**src/bitmap_frame_allocator_assert.svh**
```systemverilog
// Assertion macros for the bitmap frame allocator.
// Used by the top level; no other dependencies.
`ifndef BITMAP_FRAME_ALLOCATOR_ASSERT_SVH
`define BITMAP_FRAME_ALLOCATOR_ASSERT_SVH

`ifndef SYNTH
// Same-cycle implication, disabled during reset.
`define BFA_ASSERT_IMPLIES(lbl, clk, rstn, ante, cons) \
    lbl: assert property (@(posedge clk) disable iff (!rstn) (ante) |-> (cons)) \
        else $error("bitmap frame allocator assertion failed");
// Next-cycle implication, disabled during reset.
`define BFA_ASSERT_NEXT(lbl, clk, rstn, ante, cons) \
    lbl: assert property (@(posedge clk) disable iff (!rstn) (ante) |=> (cons)) \
        else $error("bitmap frame allocator assertion failed");
`else
`define BFA_ASSERT_IMPLIES(lbl, clk, rstn, ante, cons)
`define BFA_ASSERT_NEXT(lbl, clk, rstn, ante, cons)
`endif

`endif

```
**src/bfa_pkg.sv**
```systemverilog
// Shared types and constants of the bitmap frame allocator.
// No dependencies; imported by every module of the block.
`timescale 1ns / 1ps

package bfa_pkg;

    localparam int FRAME_W   = 20;
    localparam int COUNT_W   = 14;
    localparam int CMD_W     = 2;
    localparam int STAT_W    = 2;
    localparam int ADDR_W    = 5;
    localparam int DATA_W    = 32;
    localparam int REG_IDX_W = 3;

    // Commands
    localparam logic [CMD_W-1:0] CMD_INIT    = 2'd0;
    localparam logic [CMD_W-1:0] CMD_ALLOC   = 2'd1;
    localparam logic [CMD_W-1:0] CMD_RELEASE = 2'd2;
    localparam logic [CMD_W-1:0] CMD_MARK    = 2'd3;

    // Result status
    localparam logic [STAT_W-1:0] ST_OK          = 2'd0;
    localparam logic [STAT_W-1:0] ST_NO_FREE     = 2'd1;
    localparam logic [STAT_W-1:0] ST_BAD_RELEASE = 2'd2;
    localparam logic [STAT_W-1:0] ST_BAD_RANGE   = 2'd3;

    // Register indexes
    localparam logic [REG_IDX_W-1:0] REG_POOL_BASE  = 3'd0;
    localparam logic [REG_IDX_W-1:0] REG_POOL_COUNT = 3'd1;
    localparam logic [REG_IDX_W-1:0] REG_RESERVED   = 3'd2;
    localparam logic [REG_IDX_W-1:0] REG_HOLE_START = 3'd3;
    localparam logic [REG_IDX_W-1:0] REG_HOLE_COUNT = 3'd4;

    // Register reset values
    localparam logic [FRAME_W-1:0] RST_POOL_BASE  = 20'd512;
    localparam logic [COUNT_W-1:0] RST_POOL_COUNT = 14'd512;
    localparam logic [FRAME_W-1:0] RST_RESERVED   = 20'd512;
    localparam logic [FRAME_W-1:0] RST_HOLE_START = 20'd3840;
    localparam logic [COUNT_W-1:0] RST_HOLE_COUNT = 14'd256;

    typedef struct packed {
        logic [FRAME_W-1:0] pool_base;
        logic [COUNT_W-1:0] pool_count;
        logic [FRAME_W-1:0] reserved;
        logic [FRAME_W-1:0] hole_start;
        logic [COUNT_W-1:0] hole_count;
    } cfg_t;

    // Controller to datapath
    typedef struct packed {
        logic load_in;   // capture the input transfer
        logic setup;     // check bounds, set walk range, rewind walk
        logic step;      // issue the next bitmap word read
        logic eval;      // update the word read last cycle
        logic clear;     // clearing pass: zero one word
        logic load_out;  // move result into the output register
    } ctrl_cmd_t;

    // Datapath to controller
    typedef struct packed {
        logic clear_last; // clearing pass is at the last word
        logic more;       // words left to read in the walk
        logic pending;    // a read word waits for update
        logic found;      // allocate found a free frame
    } dp_status_t;

endpackage

```
**src/bfa_ctrl.sv**
```systemverilog
// Controller state machine of the bitmap frame allocator.
// Depends on bfa_pkg; drives the datapath through ctrl_cmd_t.
`timescale 1ns / 1ps

module bfa_ctrl
    import bfa_pkg::*;
(
    input  logic       clk,
    input  logic       rst_n,
    input  logic       cmd_valid,
    output logic       cmd_stall,
    output logic       rsp_valid,
    input  logic       rsp_stall,
    input  dp_status_t sts,
    output ctrl_cmd_t  ctrl
);

    localparam logic [2:0] S_CLEAR = 3'd0;
    localparam logic [2:0] S_IDLE  = 3'd1;
    localparam logic [2:0] S_CHECK = 3'd2;
    localparam logic [2:0] S_WALK  = 3'd3;
    localparam logic [2:0] S_DONE  = 3'd4;

    logic [2:0] state_reg;
    logic [2:0] state_next;
    logic       out_vld_reg;
    logic       out_vld_next;

    assign cmd_stall = (state_reg != S_IDLE);
    assign rsp_valid = out_vld_reg;

    always_comb
    begin
        state_next   = state_reg;
        out_vld_next = out_vld_reg;
        ctrl         = '0;
        if (out_vld_reg && !rsp_stall)
        begin
            out_vld_next = 1'b0;
        end
        case (state_reg)
            S_CLEAR:
            begin
                ctrl.clear = 1'b1;
                if (sts.clear_last)
                begin
                    state_next = S_IDLE;
                end
            end
            S_IDLE:
            begin
                if (cmd_valid)
                begin
                    ctrl.load_in = 1'b1;
                    state_next   = S_CHECK;
                end
            end
            S_CHECK:
            begin
                ctrl.setup = 1'b1;
                state_next = S_WALK;
            end
            S_WALK:
            begin
                ctrl.step = 1'b1;
                ctrl.eval = 1'b1;
                if (sts.found || (!sts.more && !sts.pending))
                begin
                    state_next = S_DONE;
                end
            end
            S_DONE:
            begin
                // hold the result until the output register frees up
                if (!out_vld_reg || !rsp_stall)
                begin
                    ctrl.load_out = 1'b1;
                    out_vld_next  = 1'b1;
                    state_next    = S_IDLE;
                end
            end
            default:
            begin
                state_next = S_IDLE;
            end
        endcase
    end

    always_ff @(posedge clk or negedge rst_n)
    begin
        if (!rst_n)
        begin
            state_reg   <= S_CLEAR;
            out_vld_reg <= 1'b0;
        end
        else
        begin
            state_reg   <= state_next;
            out_vld_reg <= out_vld_next;
        end
    end

endmodule

```
**config.mk**
```make
export PLATFORM = sky130hd
export DESIGN_NAME = bfa_ctrl
export DESIGN_NICKNAME = d
export VERILOG_FILES = /design/src/bitmap_frame_allocator_assert.svh /design/src/bfa_pkg.sv /design/src/bfa_ctrl.sv
export SDC_FILE = /design/constraint.sdc
export NUM_CORES = 1
export LEC_CHECK = 0
export ABC_CLOCK_PERIOD_IN_PS = 1500
export BUFFER_PORTS_ARGS = -buffer_cell sky130_fd_sc_hd__buf_2
export CORE_AREA = 2 2 39 41
export DETAILED_ROUTE_END_ITERATION = 8
export DIE_AREA = 0 0 41 43
export GPL_ROUTABILITY_DRIVEN = 0
export REMOVE_ABC_BUFFERS = 1
export SYNTH_ARGS = -nofsm -noshare
export SYNTH_HDL_FRONTEND = slang
export SYNTH_SLANG_ARGS = --single-unit
```
**constraint.sdc**
```tcl
create_clock -name clk -period 1.5 [get_ports clk]
set_clock_uncertainty 0.2 [all_clocks]
set_input_delay 0.075 -clock clk [delete_from_list [all_inputs] [get_ports clk]]
set_output_delay 0.075 -clock clk [all_outputs]
set_load 0.01 [all_outputs]
```
==> results.yml <==
route:
  initialDrtViolationCount: 0
  wl_per_cell_um: 8.35
  drc: 0
  vias_per_cell: 4.21
  routed_wl_um: 593
  vias: 299
  postRouteAntennaNets: 0
  first_pass_iters: 1
grt:
  grt_pass1_wl_um: 807
  grt_pass1_vias: 209
  grt_antenna_before_repair: 0
  grt_start_max_net_pins: 10
  grt_usage: 0.0727
  overflow: 0
critical_path:
  crit_type: "flop to output pin"
  slowest_stage: "dfrtp_2"
  critPathRequiredTime_ns: 1.22
  crit_arrival_ns: 1.17
  crit_chain: "nor2_4 > nand2_2 > a21oi_1 > buf_2"
  cp_max_fo: 7
  slowest_delay_ns: 0.45
  endpoint_kind: "output pin"
  critPathTopFamily: "flip-flops"
  critical_path_buf_inv_count: 1
  critical_path.startpoint_type: "flop"
placed_design:
  placed_area_um2: 350
  port_buffers: 15
  hpwlAfterDp_um: 393
floorplanning:
  die-area_mm2: 0.00176
  die_width_um: 41
  core_area_mm2: 0.00138
  rows: 14
  num_io_pins: 16
  start_util: 0.202
  fp.dieH_um: 43
synthesis:
  syn_inst: 30
  seq_area_frac_synth: 0.359
  synth_top_cell_by_area: "dfrtp_1"
  syn_area_per_cell_um2: 9.30
  yosys-top-cells-count: "nand2_1, dfrtp_1, nor2_1, o21ai_0"
  yosys_warnings: 0
  synth_enable_flop_cells: 0
  yosys.cell_types.count: 20
  synth_flop_cell: "dfrtp_1"
  syn_area_um2: 279
  synth_seq_cells: 4
  synth.most_common_cell: "nand2_1"
  synthDominantCellAreaShare: 0.359
  synth_area_leaders: "dfrtp_1, nand3b_4, nand2_1"
  async_flop_share: 1.00
clock_network:
  root_buffer: "clkbuf_4"
  numCtsBuffers: 3
  clock_latency_ns: 0.24
  cts.sinks: 4
  clk_path_buf_depth: 2
  path_clk_slew_ns: 0.04
  cts_tree: "done"
  h-tree-depth: 1
sta:
  hold_viol_final: 0
  setup_viol_count_final: 0
  fin_crit_ns: 1.44
  fin_crit_sh: 0.963
  worst_pin_slew_ns: 0.275
  fmax_ghz: 0.692
  drv_slew: 0
  relSlewSlack: 0.817
layout:
  diodes: 0
  layout.nets: 65
  drive_gt1_frac: 0.545
  largest_reg_flops: 3
  final_core_util: 0.344
  area_growth_pct: 70.4
  fin_area_um2: 475
power:
  p_per_area_mw_per_mm2: 1850
  vdd_ir_drop_max_uv: 1050
  p_leak_nw: 0.250
min_path:
  hold_class: "input pin to flop"
job:
  max-cap-violations: 0
status:
  outcome: "finished, final reports clean"
-- power breakdown --
group | switching, mW | total, mW | internal (mW)
Combinational | 0.218 | 0.489 | 0.272
Clock | 0.0470 | 0.137 | 0.0896
Sequential | 0.0914 | 0.255 | 0.163
Total | 0.356 | 0.880 | 0.524
-- stage by stage --
step           power (mW)  std cells  hold WS [ns]  setup WS [ns]   TNS, ns
6_report            0.880         71        0.0863         0.0556         0
5_1_grt             0.962         71         0.110       -0.00686  -0.00686
4_1_cts             0.787         67        0.0829         0.0107         0
3_5_place_dp        0.628         58        -0.319          0.166         0
3_3_place_gp        0.625         58        -0.319          0.172         0
2_1_floorplan       0.495         27        -0.421          0.260         0
-- cell type report --
| cell class | instances | area, um^2 |
|---|---|---|
| clock buffers | 3 | 22.5 |
| repair buffers | 25 | 165 |
| multi-input cells | 22 | 161 |
| fillers | 145 | 908 |
| inverters | 1 | 3.75 |
| well taps | 16 | 20.0 |
| flip-flops and latches | 4 | 103 |
-- final timing paths --
check	to	slack [ns]	startpoint	depth (start not counted)
min in group asynchronous	state_reg[1]	0.52	rst_n	3
setup / recovery	ctrl[0]	0.06	state_reg[1]	4
setup reg to reg	state_reg[2]	0.15	state_reg[2]	3
hold / removal	state_reg[2]	0.09	sts[1]	4
max in group asynchronous	state_reg[0]	0.40	rst_n	3
hold reg to reg	rsp_valid	0.34	rsp_valid	2
-- logic make-up (layout without fill, tap and decap cells) --
| family | Yosys count | after routing | synth area share |
|---|---|---|---|
| DFF | 4 | 4 | 0.359 |
| and+or+nand+nor | 15 | 15 | 0.345 |
| muxes | 1 | 1 | 0.0404 |
| AOI/OAI and AO/OA | 6 | 6 | 0.157 |
| buffers and inverters | 4 | 29 | 0.0986 |
-- per-layer routing --
metal | part of all wire | global-route usage | vias up
met2 | 0.38 | 0.0750 | 15
met4 | 0.019 | 0.0400 | 0
met1 | 0.48 | 0.0980 | 127
li1 | - | - | 154
met3 | 0.12 | 0.0628 | 3
met5 | 0 | 0 | -
-- timing repair --
action / in CTS / in global routing
setup buffers: 0 / 4
hold buffers: 6 / 0
endpoints found under the setup margin: 1 / 1
endpoints found under the hold margin: 8 / 0
gates resized for setup: 3 / 2
pin swaps: 0 / 0
-- layout by cell type (no fill, tap or decap), types with 2 or more instances in the layout --
cell type      synthesis  routed
buf_2                  1      15
dlygate4sd3_1          0       6
nand2_1                5       4
buf_4                  1       4
clkbuf_4               0       3
nor2_1                 3       2
o21ai_0                2       2
dfrtp_1                4       2
dfrtp_2                0       2
-- worst register-to-register path: stages (launching register included) --
cell and delay (ns):
dfrtp_1 0.46, nand3b_4 0.22, nor3_4 0.22, o22ai_1 0.11
(Power assumes the default switching activity.)
