`config.mk`:
```
export PLATFORM = sky130hd
export DESIGN_NAME = bfa_regs
export DESIGN_NICKNAME = d
export VERILOG_FILES = /design/src/bitmap_frame_allocator_assert.svh /design/src/bfa_pkg.sv /design/src/bfa_regs.sv
export SDC_FILE = /design/constraint.sdc
export NUM_CORES = 1
export LEC_CHECK = 0
export ABC_AREA = 1
export BUFFER_PORTS_ARGS = -buffer_cell sky130_fd_sc_hd__buf_2
export CORE_MARGIN = 3
export CORE_UTILIZATION = 54
export DETAILED_ROUTE_END_ITERATION = 12
export PLACE_DENSITY = 0.92
export SLEW_MARGIN = 30
export SYNTH_ARGS = -nofsm -noshare
export SYNTH_HDL_FRONTEND = slang
export SYNTH_SLANG_ARGS = --single-unit
export TNS_END_PERCENT = 20
```
`constraint.sdc`:
```
create_clock -name clk -period 2.29 [get_ports clk]
set_clock_uncertainty 0.1 [all_clocks]
set_input_delay 0.229 -clock clk [delete_from_list [all_inputs] [get_ports clk]]
set_output_delay 0.229 -clock clk [all_outputs]
set_load 0.03 [all_outputs]
```
`src/bitmap_frame_allocator_assert.svh`:
```
// Assertion macros for the bitmap frame allocator.
// Used by the top level; no other dependencies.
`ifndef BITMAP_FRAME_ALLOCATOR_ASSERT_SVH
`define BITMAP_FRAME_ALLOCATOR_ASSERT_SVH

`ifndef SYNTH
// Same-cycle implication, disabled during reset.
`define BFA_ASSERT_IMPLIES(lbl, clk, rstn, ante, cons) \
    lbl: assert property (@(posedge clk) disable iff (!rstn) (ante) |-> (cons)) \
        else $error("bitmap frame allocator assertion failed");
// Next-cycle implication, disabled during reset.
`define BFA_ASSERT_NEXT(lbl, clk, rstn, ante, cons) \
    lbl: assert property (@(posedge clk) disable iff (!rstn) (ante) |=> (cons)) \
        else $error("bitmap frame allocator assertion failed");
`else
`define BFA_ASSERT_IMPLIES(lbl, clk, rstn, ante, cons)
`define BFA_ASSERT_NEXT(lbl, clk, rstn, ante, cons)
`endif

`endif

```
`src/bfa_pkg.sv`:
```
// Shared types and constants of the bitmap frame allocator.
// No dependencies; imported by every module of the block.
`timescale 1ns / 1ps

package bfa_pkg;

    localparam int FRAME_W   = 20;
    localparam int COUNT_W   = 14;
    localparam int CMD_W     = 2;
    localparam int STAT_W    = 2;
    localparam int ADDR_W    = 5;
    localparam int DATA_W    = 32;
    localparam int REG_IDX_W = 3;

    // Commands
    localparam logic [CMD_W-1:0] CMD_INIT    = 2'd0;
    localparam logic [CMD_W-1:0] CMD_ALLOC   = 2'd1;
    localparam logic [CMD_W-1:0] CMD_RELEASE = 2'd2;
    localparam logic [CMD_W-1:0] CMD_MARK    = 2'd3;

    // Result status
    localparam logic [STAT_W-1:0] ST_OK          = 2'd0;
    localparam logic [STAT_W-1:0] ST_NO_FREE     = 2'd1;
    localparam logic [STAT_W-1:0] ST_BAD_RELEASE = 2'd2;
    localparam logic [STAT_W-1:0] ST_BAD_RANGE   = 2'd3;

    // Register indexes
    localparam logic [REG_IDX_W-1:0] REG_POOL_BASE  = 3'd0;
    localparam logic [REG_IDX_W-1:0] REG_POOL_COUNT = 3'd1;
    localparam logic [REG_IDX_W-1:0] REG_RESERVED   = 3'd2;
    localparam logic [REG_IDX_W-1:0] REG_HOLE_START = 3'd3;
    localparam logic [REG_IDX_W-1:0] REG_HOLE_COUNT = 3'd4;

    // Register reset values
    localparam logic [FRAME_W-1:0] RST_POOL_BASE  = 20'd512;
    localparam logic [COUNT_W-1:0] RST_POOL_COUNT = 14'd512;
    localparam logic [FRAME_W-1:0] RST_RESERVED   = 20'd512;
    localparam logic [FRAME_W-1:0] RST_HOLE_START = 20'd3840;
    localparam logic [COUNT_W-1:0] RST_HOLE_COUNT = 14'd256;

    typedef struct packed {
        logic [FRAME_W-1:0] pool_base;
        logic [COUNT_W-1:0] pool_count;
        logic [FRAME_W-1:0] reserved;
        logic [FRAME_W-1:0] hole_start;
        logic [COUNT_W-1:0] hole_count;
    } cfg_t;

    // Controller to datapath
    typedef struct packed {
        logic load_in;   // capture the input transfer
        logic setup;     // check bounds, set walk range, rewind walk
        logic step;      // issue the next bitmap word read
        logic eval;      // update the word read last cycle
        logic clear;     // clearing pass: zero one word
        logic load_out;  // move result into the output register
    } ctrl_cmd_t;

    // Datapath to controller
    typedef struct packed {
        logic clear_last; // clearing pass is at the last word
        logic more;       // words left to read in the walk
        logic pending;    // a read word waits for update
        logic found;      // allocate found a free frame
    } dp_status_t;

endpackage

```
`src/bfa_regs.sv`:
```
// APB configuration registers of the bitmap frame allocator.
// Depends on bfa_pkg.
`timescale 1ns / 1ps

module bfa_regs
    import bfa_pkg::*;
(
    input  logic              clk,
    input  logic              rst_n,
    input  logic              psel,
    input  logic              penable,
    input  logic              pwrite,
    input  logic [ADDR_W-1:0] paddr,
    input  logic [DATA_W-1:0] pwdata,
    output logic [DATA_W-1:0] prdata,
    output logic              pready,
    output cfg_t              cfg
);

    cfg_t                 cfg_reg;
    cfg_t                 cfg_next;
    logic                 wr_en;
    logic [REG_IDX_W-1:0] reg_idx;

    assign reg_idx = paddr[ADDR_W-1:2];
    assign wr_en   = psel && penable && pwrite;
    assign pready  = 1'b1;
    assign cfg     = cfg_reg;

    always_comb
    begin
        cfg_next = cfg_reg;
        if (wr_en)
        begin
            case (reg_idx)
                REG_POOL_BASE:  cfg_next.pool_base  = pwdata[FRAME_W-1:0];
                REG_POOL_COUNT: cfg_next.pool_count = pwdata[COUNT_W-1:0];
                REG_RESERVED:   cfg_next.reserved   = pwdata[FRAME_W-1:0];
                REG_HOLE_START: cfg_next.hole_start = pwdata[FRAME_W-1:0];
                REG_HOLE_COUNT: cfg_next.hole_count = pwdata[COUNT_W-1:0];
                default:        cfg_next = cfg_reg;
            endcase
        end
    end

    always_comb
    begin
        case (reg_idx)
            REG_POOL_BASE:  prdata = DATA_W'(cfg_reg.pool_base);
            REG_POOL_COUNT: prdata = DATA_W'(cfg_reg.pool_count);
            REG_RESERVED:   prdata = DATA_W'(cfg_reg.reserved);
            REG_HOLE_START: prdata = DATA_W'(cfg_reg.hole_start);
            REG_HOLE_COUNT: prdata = DATA_W'(cfg_reg.hole_count);
            default:        prdata = '0;
        endcase
    end

    always_ff @(posedge clk or negedge rst_n)
    begin
        if (!rst_n)
        begin
            cfg_reg.pool_base  <= RST_POOL_BASE;
            cfg_reg.pool_count <= RST_POOL_COUNT;
            cfg_reg.reserved   <= RST_RESERVED;
            cfg_reg.hole_start <= RST_HOLE_START;
            cfg_reg.hole_count <= RST_HOLE_COUNT;
        end
        else
        begin
            cfg_reg <= cfg_next;
        end
    end

endmodule

```
==> impl_results.md, run 1 <==
* #FFs+latches synth at 88
* Max Buffers Root-to-Sink at 2
* Hpwl dp at 8760 um
* Min-Delay Path Depth at 3
* Layout area overhead at 20.2%
* Combinational Power Share at 0.349
* RR Startpoint: cfg[77]$_DFFE_PN1P_
* Mapped cell area at 4520 um2
* PostCTS Resize Cnt at 0
* Clock root buffer: clkbuf_8
* Min-delay src: pwdata[18]
* Placer Congestion at 0.889
* Syn. warnings at 0
* Syn_area_per_cell at approximately 8.6 um2
* Reg-to-reg setup timing slack at approximately 1.4 ns
* Inserted Diodes at 0
* Worst VDD drop at 544 uV
* Area leader, netlist: dfrtp_1
* Post-synthesis sequential area ratio at 0.489
* Max-cap violations at 0
* Pwr dens at roughly 900 nW/um2
* CTS tree: done
* Relative slew slack at 0.534
* Die width at slightly below 100 um
* CTS buffer count at 9
* R2r worst-path depth at 2
* Setup ws final at 0.309 ns
* Worst endpoint required time at 1.96 ns
* Critical path arrival at 1.65 ns
* Initial core utilization at 0.571
* Vias in the first global route at around 4100
* Post-DRT Antenna Nets at 0
* TNS Setup at 0 ns
* Slew Limit Fails at 0
* HP Class: in2reg
* IO buf count at 135
* Clock power frac at 0.220
* Drt wl/cell at between 15 and 20 um
* H-tree depth reported by CTS at 3
* Worst Hold End: cfg[32]$_DFFE_PN0P_
* Critical path peak fanout at 22
* Postcts setup bufs at 0
* Place WS at ~0.29 ns
* Vias per cell at 5.41
* Fin. Hold Viols at 0
* Crit path launch type: input pin
* Die Span Y at approximately 98 um
* Nets at slightly above 700
* CTS sink count at 88
* DIE AREA at between 9000 and 10000 um2
* Initial DRC count at 257
* NetSw at between 2000 and 2500 uW
* Wirelength, routed at 12300 um
* Seq pwr share at 0.431
* Leakage at 0.00300 uW
* Count of cell types in the netlist at 23
* # IOs at 163
* Clk Latency, worst-skew pair at 0.35 ns
* Share of the synthesized area in the top cell type at 0.442
* Largest cells by area after synthesis: dfrtp_1, nand2_1, o21ai_2
* Status: completed
* Cells after Synth at 528
* CTS Hold Bufs at 12
* Drt first pass iters at 5
* Fraction of layout cells with a size suffix above 1 at 0.343
* Largest net degree at the start of global routing at 47
* RSZ-0062 raised after global routing: false
* Clock transition at path regs at 0.09 ns
* CP Launch Point: paddr[4]
* Fin crit period at 1.98 ns
* Total global routing overflow at 0
* WS Path Type: in2out
* Worst r2r dst: cfg[77]$_DFFE_PN1P_
* DR DRC count at 0
* Core area at 7930 um2
* DR vias at 4167
* Initial antenna violation count at 0
* Sw Ratio at 0.419
* Total global-route track usage at 0.261
* Max reg flops at 88
* First-pass GRT wire length at 20300 um
* Final setup violation count at 0
* Fin crit share at 0.865
* CP endpoint kind: output pin
* Worst-margin pin slew at 0.696 ns
* Commonest non-fill, non-tap cell in the layout: nand2_1
* Max Clock Freq at 0.505 GHz
* Int Power at 2840 uW
* Std cell rows at 32
* Commonest cells after routing, fill and taps aside: nand2_1, buf_2, dfrtp_1, o21ai_0, o21ai_2
Yosys cell counts (all sizes together):
library cell,count
o21ai,94
nand4,22
nor3,1
clkbuf,6
nand3,38
dfrtp,80
dfstp,8
nor2,25
buf,38
nand2,168
inv,46
conb,2
worst max path at each step:
stage                     cells past startpoint                  end
after floorplan                               8            prdata[0]
after global placement                        7  cfg[72]$_DFFE_PN0P_
after detailed placement                      5  cfg[21]$_DFFE_PN0P_
after CTS                                     7           prdata[17]
after global routing                          7           prdata[17]
final                                         7           prdata[18]
routing by layer:
metal	track usage	up-vias	wire [um]
li1	-	1966	-
met1	0.331	1967	4970
met2	0.440	208	6110
met3	0.0639	26	1000
met4	0.0820	0	222
met5	0	-	0
cells by family after synthesis:
kind of cell    count (synthesis)  share of synthesized area
other cells                     2                    0.00166
compound gates                 94                      0.141
simple gates                  254                      0.255
buf+inv                        90                      0.113
flops                          88                      0.489
power groups by stage:
| stage | Sequential, uW | Clock [uW] | Combinational [uW] |
|---|---|---|---|
| floorplan | 2690 | 0 | 596 |
| global placement | 2110 | 0 | 1660 |
| detailed placement | 2120 | 0 | 1700 |
| CTS | 2100 | 1090 | 1720 |
| global route | 2140 | 1170 | 1830 |
| finish | 2110 | 1070 | 1710 |
stage by stage:
| step | utilization | std cells | instance area (um2) | total power (uW) | hold slack, ns |
|---|---|---|---|---|---|
| detailed placement | 0.647 | 742 | 5130 | 3820 | 0.173 |
| finish | 0.686 | 770 | 5440 | 4890 | 0.00958 |
| CTS | 0.686 | 770 | 5440 | 4900 | 0.000708 |
| floorplan | - | 539 | 4570 | 3280 | -0.167 |
| global route | 0.686 | 770 | 5440 | 5140 | 0.00431 |
| global placement | 0.647 | 742 | 5130 | 3760 | 0.157 |
critical path, cell delays in order:
cell     delay [ns]
buf_2          0.21
inv_4          0.22
nand3_4        0.28
inv_1          0.29
nand2_1        0.10
nand3_1        0.11
buf_2          0.20
cell type report:
cell class	instances	area, um2
well taps	102	128
repair buffers	157	886
inverters	46	180
multi-input cells	361	1840
clock buffers	9	124
flip-flops and latches	88	2210
clock inverters	7	70.1
fillers	620	2490
No activity file was read; power rests on OpenSTA's default activity.
==> run 2, diff against run 1 <==
- RECOVER_POWER: default -> 100
==> run 2 against run 1 <==
  * Count of clock-buffer cells in the layout stayed put
  * Combinational power is 9% lower
  * Largest cell class unchanged
  * First-iteration DRC count is 10% higher
  * Die area unchanged
  * Sequential share of layout area rose by 2.4 points
  * Critical path depth unchanged
  * Setup slack worse by 0.073 ns
==> impl_results.md, run 2 (synthesized netlist as in run 1, its figures left out) <==
* Placed cell count at 742 (unchanged)
* Vias per cell at 5.41 (about the same)
* Relative slew slack at 0.222 (was 0.534)
* Worst path cell trace: buf_2 > nor2_8 > nand2_1 > clkinvlp_2 > nand2_1 > nand3_1 > clkbuf_1 (was buf_2 > inv_4 > nand3_4 > inv_1 > nand2_1 > nand3_1 > buf_2)
* Max reg flops at 88 (unchanged)
* Post-DRT Antenna Nets at 0 (unchanged)
* Core Util, Final at 0.649 (was 0.686)
* Leakage at 0.00255 uW (was 0.00300 uW)
* Worst endpoint required time at 1.96 ns (about the same)
* DR vias at 4163 (was 4167)
* Critical path's largest stage delay at 0.32 ns (was 0.29 ns)
* Fin crit share at 0.897 (was 0.865)
* Int Power at 2720 uW (was 2840 uW)
* Die width at 97.5 um (unchanged)
* Postcts setup bufs at 0 (unchanged)
* CTS Hold Bufs at 12 (unchanged)
* RSZ-0062 raised after global routing: false (unchanged)
* Final setup violation count at 0 (unchanged)
* Sw Ratio at 0.427 (was 0.419)
* Finished Layout Cells at 770 (unchanged)
* First-pass GRT wire length at 20300 um (unchanged)
* Setup ws final at 0.236 ns (was 0.309 ns)
* Fin. Hold Viols at 0 (unchanged)
* Inserted Diodes at 0 (unchanged)
* Clock root buffer: clkbuf_8 (unchanged)
* Max Clock Freq at 0.487 GHz (was 0.505 GHz)
* Worst-margin pin slew at 1.17 ns (was 0.696 ns)
* Clock power frac at 0.227 (was 0.220)
* Clk Latency, worst-skew pair at 0.35 ns (about the same)
* CTS sink count at 88 (unchanged)
* Worst VDD drop at 518 uV (was 544 uV)
* DR DRC count at 0 (unchanged)
* H-tree depth reported by CTS at 3 (unchanged)
* Critical path peak fanout at 18 (was 22)
* Clock transition at path regs at 0.10 ns (was 0.09 ns)
* Initial core utilization at 0.571 (unchanged)
* Layout area overhead at 13.6% (was 20.2%)
* Combinational Power Share at 0.327 (was 0.349)
* Commonest cells after routing, fill and taps aside: nand2_1, clkbuf_1, dfrtp_1, o21ai_0, inv_1 (was nand2_1, buf_2, dfrtp_1, o21ai_0, o21ai_2)
* Initial DRC count at 283 (was 257)
* CTS tree: done (unchanged)
* Core area at 7930 um2 (unchanged)
* Status: completed (unchanged)
* Largest net degree at the start of global routing at 47 (unchanged)
* Slew Limit Fails at 0 (unchanged)
* Crit path launch type: input pin (unchanged)
* Total global routing overflow at 0 (unchanged)
* Critical path arrival at 1.72 ns (was 1.65 ns)
* Nets at 705 (unchanged)
* Crit path top cell by count: nand2_1 (was buf_2)
* HP Class: in2reg (unchanged)
* TNS Setup at 0 ns (unchanged)
* Fin crit period at 2.05 ns (was 1.98 ns)
* Hpwl dp at 8760 um (unchanged)
* WS Path Type: in2out (unchanged)
* Fraction of layout cells with a size suffix above 1 at 0.132 (was 0.343)
* Initial antenna violation count at 0 (unchanged)
* Max Buffers Root-to-Sink at 2 (unchanged)
* IO buf count at 135 (unchanged)
* Std cell rows at 32 (unchanged)
* Pwr dens at 922 nW/um2 (was 898 nW/um2)
* PostCTS Resize Cnt at 0 (unchanged)
* Post-route total power at 4740 uW (was 4890 uW)
* Total global-route track usage at 0.261 (unchanged)
* Place WS at 0.294 ns (unchanged)
* Max-cap violations at 0 (unchanged)
* NetSw at 2020 uW (was 2050 uW)
* Commonest non-fill, non-tap cell in the layout: nand2_1 (unchanged)
* Seq pwr share at 0.446 (was 0.431)
* Drt first pass iters at 5 (unchanged)
* Wirelength, routed at 12400 um (was 12300 um)
* Slowest cell on crit path: clkbuf_1 (was inv_1)
* CP endpoint kind: output pin (unchanged)
* Drt wl/cell at 16.2 um (was 16.0 um)
* Placer Congestion at 0.889 (unchanged)
* CTS buffer count at 9 (unchanged)
* # IOs at 163 (unchanged)
* Die Span Y at 97.5 um (unchanged)
* Vias in the first global route at 4106 (unchanged)
* DIE AREA at 9510 um2 (unchanged)
run 2: metal layers:
metal	part of all wire	wire (um)	vias to the layer above	global-route usage
met5	0	0	-	0
met4	0.019	233	0	0.0820
met3	0.083	1030	32	0.0639
met2	0.50	6160	213	0.440
met1	0.40	5020	1961	0.331
li1	-	-	1957	-
run 2: cell type report:
cell class	count	area (um2)
repair buffers	157	742
clock inverters	7	70.1
fillers	735	2790
inverters	46	179
multi-input cells	361	1690
well taps	102	128
clock buffers	9	124
flip-flops and latches	88	2210
run 2: worst paths after layout:
check,startpoint,end,slack (ns),cells past startpoint
setup / recovery,paddr[2],prdata[18],0.24,7
hold / removal,pwdata[2],cfg[16]$_DFFE_PN0P_,0.02,3
setup reg to reg,cfg[77]$_DFFE_PN1P_,cfg[77]$_DFFE_PN1P_,1.37,2
hold reg to reg,cfg[22]$_DFFE_PN1P_,cfg[22]$_DFFE_PN1P_,0.39,2
max in group asynchronous,rst_n,cfg[8]$_DFFE_PN1P_,0.68,3
min in group asynchronous,rst_n,cfg[7]$_DFFE_PN0P_,0.55,2
run 2: critical path: cells and delay by family:
kind | cells | cell delay, ns
buf+inv | 3 | 0.80
simple gates | 4 | 0.70
run 2: power by group through the flow:
| stage | logic (uW) | registers [uW] | clock network (uW) |
|---|---|---|---|
| global placement | 1660 | 2110 | 0 |
| CTS | 1720 | 2100 | 1090 |
| finish | 1550 | 2120 | 1070 |
| detailed placement | 1700 | 2120 | 0 |
| floorplan | 596 | 2690 | 0 |
| global route | 1670 | 2150 | 1170 |
run 2: metrics by stage:
stage / hold WS (ns) / area, um2
2_1_floorplan: -0.167 / 4570
5_1_grt: 0.00431 / 5140
3_3_place_gp: 0.157 / 5130
3_5_place_dp: 0.173 / 5130
6_report: 0.0165 / 5140
4_1_cts: 0.000708 / 5440
==> run 3, diff against run 2 <==
- ABC_AREA: 1 -> default
- CORE_UTILIZATION: 54 -> 53
==> run 3 against run 2 <==
  * First-iteration DRC count shrank 64%
  * Fmax grew 1.5%
  * Sequential power is essentially flat
  * Power grew 5.0%
  * Count of clock-buffer cells in the layout grew 3
  * Worst hold slack gained 0.022 ns
  * Die area shrank 5.5%
  * Design area shrank 2.1%
==> impl_results.md, run 3 <==
* Worst-margin pin slew at 1.21 ns (was 1.17 ns)
* Total global routing overflow at 0 (unchanged)
* Fin crit period at 2.02 ns (was 2.05 ns)
* Post-synthesis sequential area ratio at 0.529 (was 0.489)
* Post-synth EDFFs at 0 (unchanged)
* Share of the synthesized area in the top cell type at 0.479 (was 0.442)
* DR vias at 3043 (was 4163)
* Top FF cell, synth: dfrtp_1 (unchanged)
* H-tree depth reported by CTS at 3 (unchanged)
* Critical path arrival at 2.15 ns (was 1.72 ns)
* FFs w/ async S/R, synth at 1.00 (unchanged)
* First-pass GRT wire length at 16300 um (was 20300 um)
* Filler instances at 618 (was 735)
* Die Span Y at 94.8 um (was 97.5 um)
* Clock transition at path regs at 0.08 ns (was 0.10 ns)
* Min-delay src: pwdata[19] (was pwdata[2])
* IO buf count at 135 (unchanged)
* WS Path Type: in2reg (was in2out)
* Placer Congestion at 0.751 (was 0.889)
* Nets at 490 (was 705)
* Std cell rows at 31 (was 32)
* CTS tree: done (unchanged)
* Final setup violation count at 0 (unchanged)
* Worst VDD drop at 496 uV (was 518 uV)
* Drt first pass iters at 4 (was 5)
* TNS Setup at 0 ns (unchanged)
* Layout area overhead at 20.4% (was 13.6%)
* Clk Latency, worst-skew pair at 0.33 ns (was 0.35 ns)
* Initial DRC count at 102 (was 283)
* Initial antenna violation count at 0 (unchanged)
* Final cell area excluding filler cells at 5030 um2 (was 5140 um2)
* Core area at 7450 um2 (was 7930 um2)
* Wirelength, routed at 10500 um (was 12400 um)
* Vias in the first global route at 3078 (was 4106)
* Area leader, netlist: dfrtp_1 (unchanged)
* Finished Layout Cells at 552 (was 770)
* PostCTS Resize Cnt at 0 (unchanged)
* Relative slew slack at 0.195 (was 0.222)
* DIE AREA at 8990 um2 (was 9510 um2)
* Critical path's largest stage delay at 0.42 ns (was 0.32 ns)
* RR Startpoint: cfg[61]$_DFFE_PN0P_ (was cfg[77]$_DFFE_PN1P_)
* Critical path peak fanout at 14 (was 18)
* Syn. warnings at 0 (unchanged)
* Top cells by count, synth: mux2_2, dfrtp_1, buf_4, mux2i_1, nor2_1 (was nand2_1, dfrtp_1, o21ai_0, o21ai_2, inv_1)
* Max Buffers Root-to-Sink at 2 (unchanged)
* Syn_area_per_cell at 13.8 um2 (was 8.57 um2)
* Vias per cell at 5.51 (was 5.41)
* Largest cells by area after synthesis: dfrtp_1, mux2_2, dfstp_2 (was dfrtp_1, nand2_1, o21ai_2)
* Pwr dens at 990 nW/um2 (was 922 nW/um2)
* Cells after Synth at 304 (was 528)
* Busiest layer in global routing: met2 (unchanged)
* Fin crit share at 0.883 (was 0.897)
* Most frequent cell after synthesis: mux2_2 (was nand2_1)
* Hpwl dp at 7510 um (was 8760 um)
* Initial core utilization at 0.561 (was 0.571)
* CP endpoint kind: flop (was output pin)
* Placed cell count at 535 (was 742)
* # IOs at 163 (unchanged)
* Max-cap violations at 0 (unchanged)
* Mapped cell area at 4180 um2 (was 4520 um2)
* Crit path launch type: input pin (unchanged)
* DR DRC count at 0 (unchanged)
* Fin. Hold Viols at 0 (unchanged)
* M3 GR Usage at 0.0430 (was 0.0639)
* Post-DRT Antenna Nets at 0 (unchanged)
* #FFs+latches synth at 88 (unchanged)
* Commonest non-fill, non-tap cell in the layout: clkbuf_1 (was nand2_1)
* GR Util met1 at 0.319 (was 0.331)
* Max Clock Freq at 0.494 GHz (was 0.487 GHz)
* Drt wl/cell at 19.1 um (was 16.2 um)
* Met2 Resource Use GR at 0.403 (was 0.440)
* Worst path cell trace: buf_2 > clkbuf_2 > nor2_2 > clkbuf_1 > and3_1 > clkbuf_1 > mux2_2 (was buf_2 > nor2_8 > nand2_1 > clkinvlp_2 > nand2_1 > nand3_1 > clkbuf_1)
* Max reg flops at 88 (unchanged)
* CTS sink count at 88 (unchanged)
* Status: completed (unchanged)
* HP Class: in2reg (unchanged)
* CTS buffer count at 9 (unchanged)
* Commonest cells after routing, fill and taps aside: clkbuf_1, mux2_2, dfrtp_1, buf_2, mux2i_1 (was nand2_1, clkbuf_1, dfrtp_1, o21ai_0, inv_1)
* Die width at 94.8 um (was 97.5 um)
* Inserted Diodes at 0 (unchanged)
* Crit path top cell by count: clkbuf_1 (was nand2_1)
* RSZ-0062 raised after global routing: false (unchanged)
* Placed Area at 5000 um2 (was 5130 um2)
* Largest net degree at the start of global routing at 49 (was 47)
* Worst endpoint required time at 2.42 ns (was 1.96 ns)
* Count of cell types in the netlist at 25 (was 23)
* Postcts setup bufs at 0 (unchanged)
* Slew Limit Fails at 0 (unchanged)
* Fraction of layout cells with a size suffix above 1 at 0.382 (was 0.132)
* Total global-route track usage at 0.242 (was 0.261)
* Slowest cell on crit path: clkbuf_1 (unchanged)
* CP Launch Point: paddr[2] (unchanged)
* Leakage at 0.00228 uW (was 0.00255 uW)
* Clock root buffer: clkbuf_8 (unchanged)
==> run 3: cell types whose count changed in the layout (fill, tap and decap cells not counted), sizes merged, moves of 9 or more <==
cell	previous run	this run
a221o	0	13
clkbuf	120	130
dlygate4sd3	12	1
inv	46	0
mux2	0	101
mux2i	0	21
nand2	168	7
nand3	38	0
nand4	22	0
nor2	25	16
o21ai	94	0
==> run 3: routing by layer <==
layer	vias to the layer above	part of all wire
met1	1542	0.42
met3	15	0.078
li1	1359	-
met4	0	0.013
met2	127	0.49
met5	-	0
==> run 3: layout make-up <==
class	instances	area, um2	share of cell area
Sequential cell	88	2210	0.440
Timing Repair Buffer	155	682	0.136
Clock inverter	4	76.3	0.0152
Clock buffer	12	155	0.0308
Tap cell	99	124	0.0246
Multi-Input combinational cell	194	1780	0.354
==> run 3: through the flow <==
step | power, uW | hold slack [ns] | utilization | setup WS (ns)
6_report | 4980 | 0.0390 | 0.676 | 0.268
3_3_place_gp | 3840 | 0.165 | 0.670 | 0.168
4_1_cts | 5120 | 0.0187 | 0.703 | 0.432
2_1_floorplan | 3330 | -0.167 | - | 0.477
5_1_grt | 5220 | 0.0291 | 0.676 | 0.200
3_5_place_dp | 3910 | 0.181 | 0.671 | 0.329
==> run 3: timing repair <==
action | 4_1_cts | 5_1_grt
endpoints found under the hold margin | 45 | 0
setup endpoints to repair | 0 | 0
hold buffers | 1 | 0
==> run 3: worst paths after layout <==
kind	to	slack [ns]	cells after the start
setup / recovery	cfg[5]$_DFFE_PN0P_	0.27	7
hold / removal	cfg[87]$_DFFE_PN0P_	0.04	2
setup reg to reg	cfg[61]$_DFFE_PN0P_	1.37	1
hold reg to reg	cfg[9]$_DFFE_PN0P_	0.43	1
max in group asynchronous	cfg[24]$_DFFE_PN1P_	0.62	3
min in group asynchronous	cfg[30]$_DFFE_PN0P_	0.57	2
==> run 3: critical path: cells and delay by family <==
family | cells | cell delay (ns)
buf+inv | 4 | 1.10
simple gates | 2 | 0.41
mux | 1 | 0.40
==> run 3: where the power goes <==
part | switching, uW | internal (uW)
Combinational | 1140 | 512
Sequential | 246 | 1880
Clock | 524 | 677
Total | 1910 | 3070
==> run 3: logic make-up after synthesis <==
family                 synth area share
DFF                               0.529
buffers and inverters            0.0524
other                           0.00180
and+or+nand+nor                  0.0536
AOI/OAI and AO/OA                0.0407
muxes                             0.322
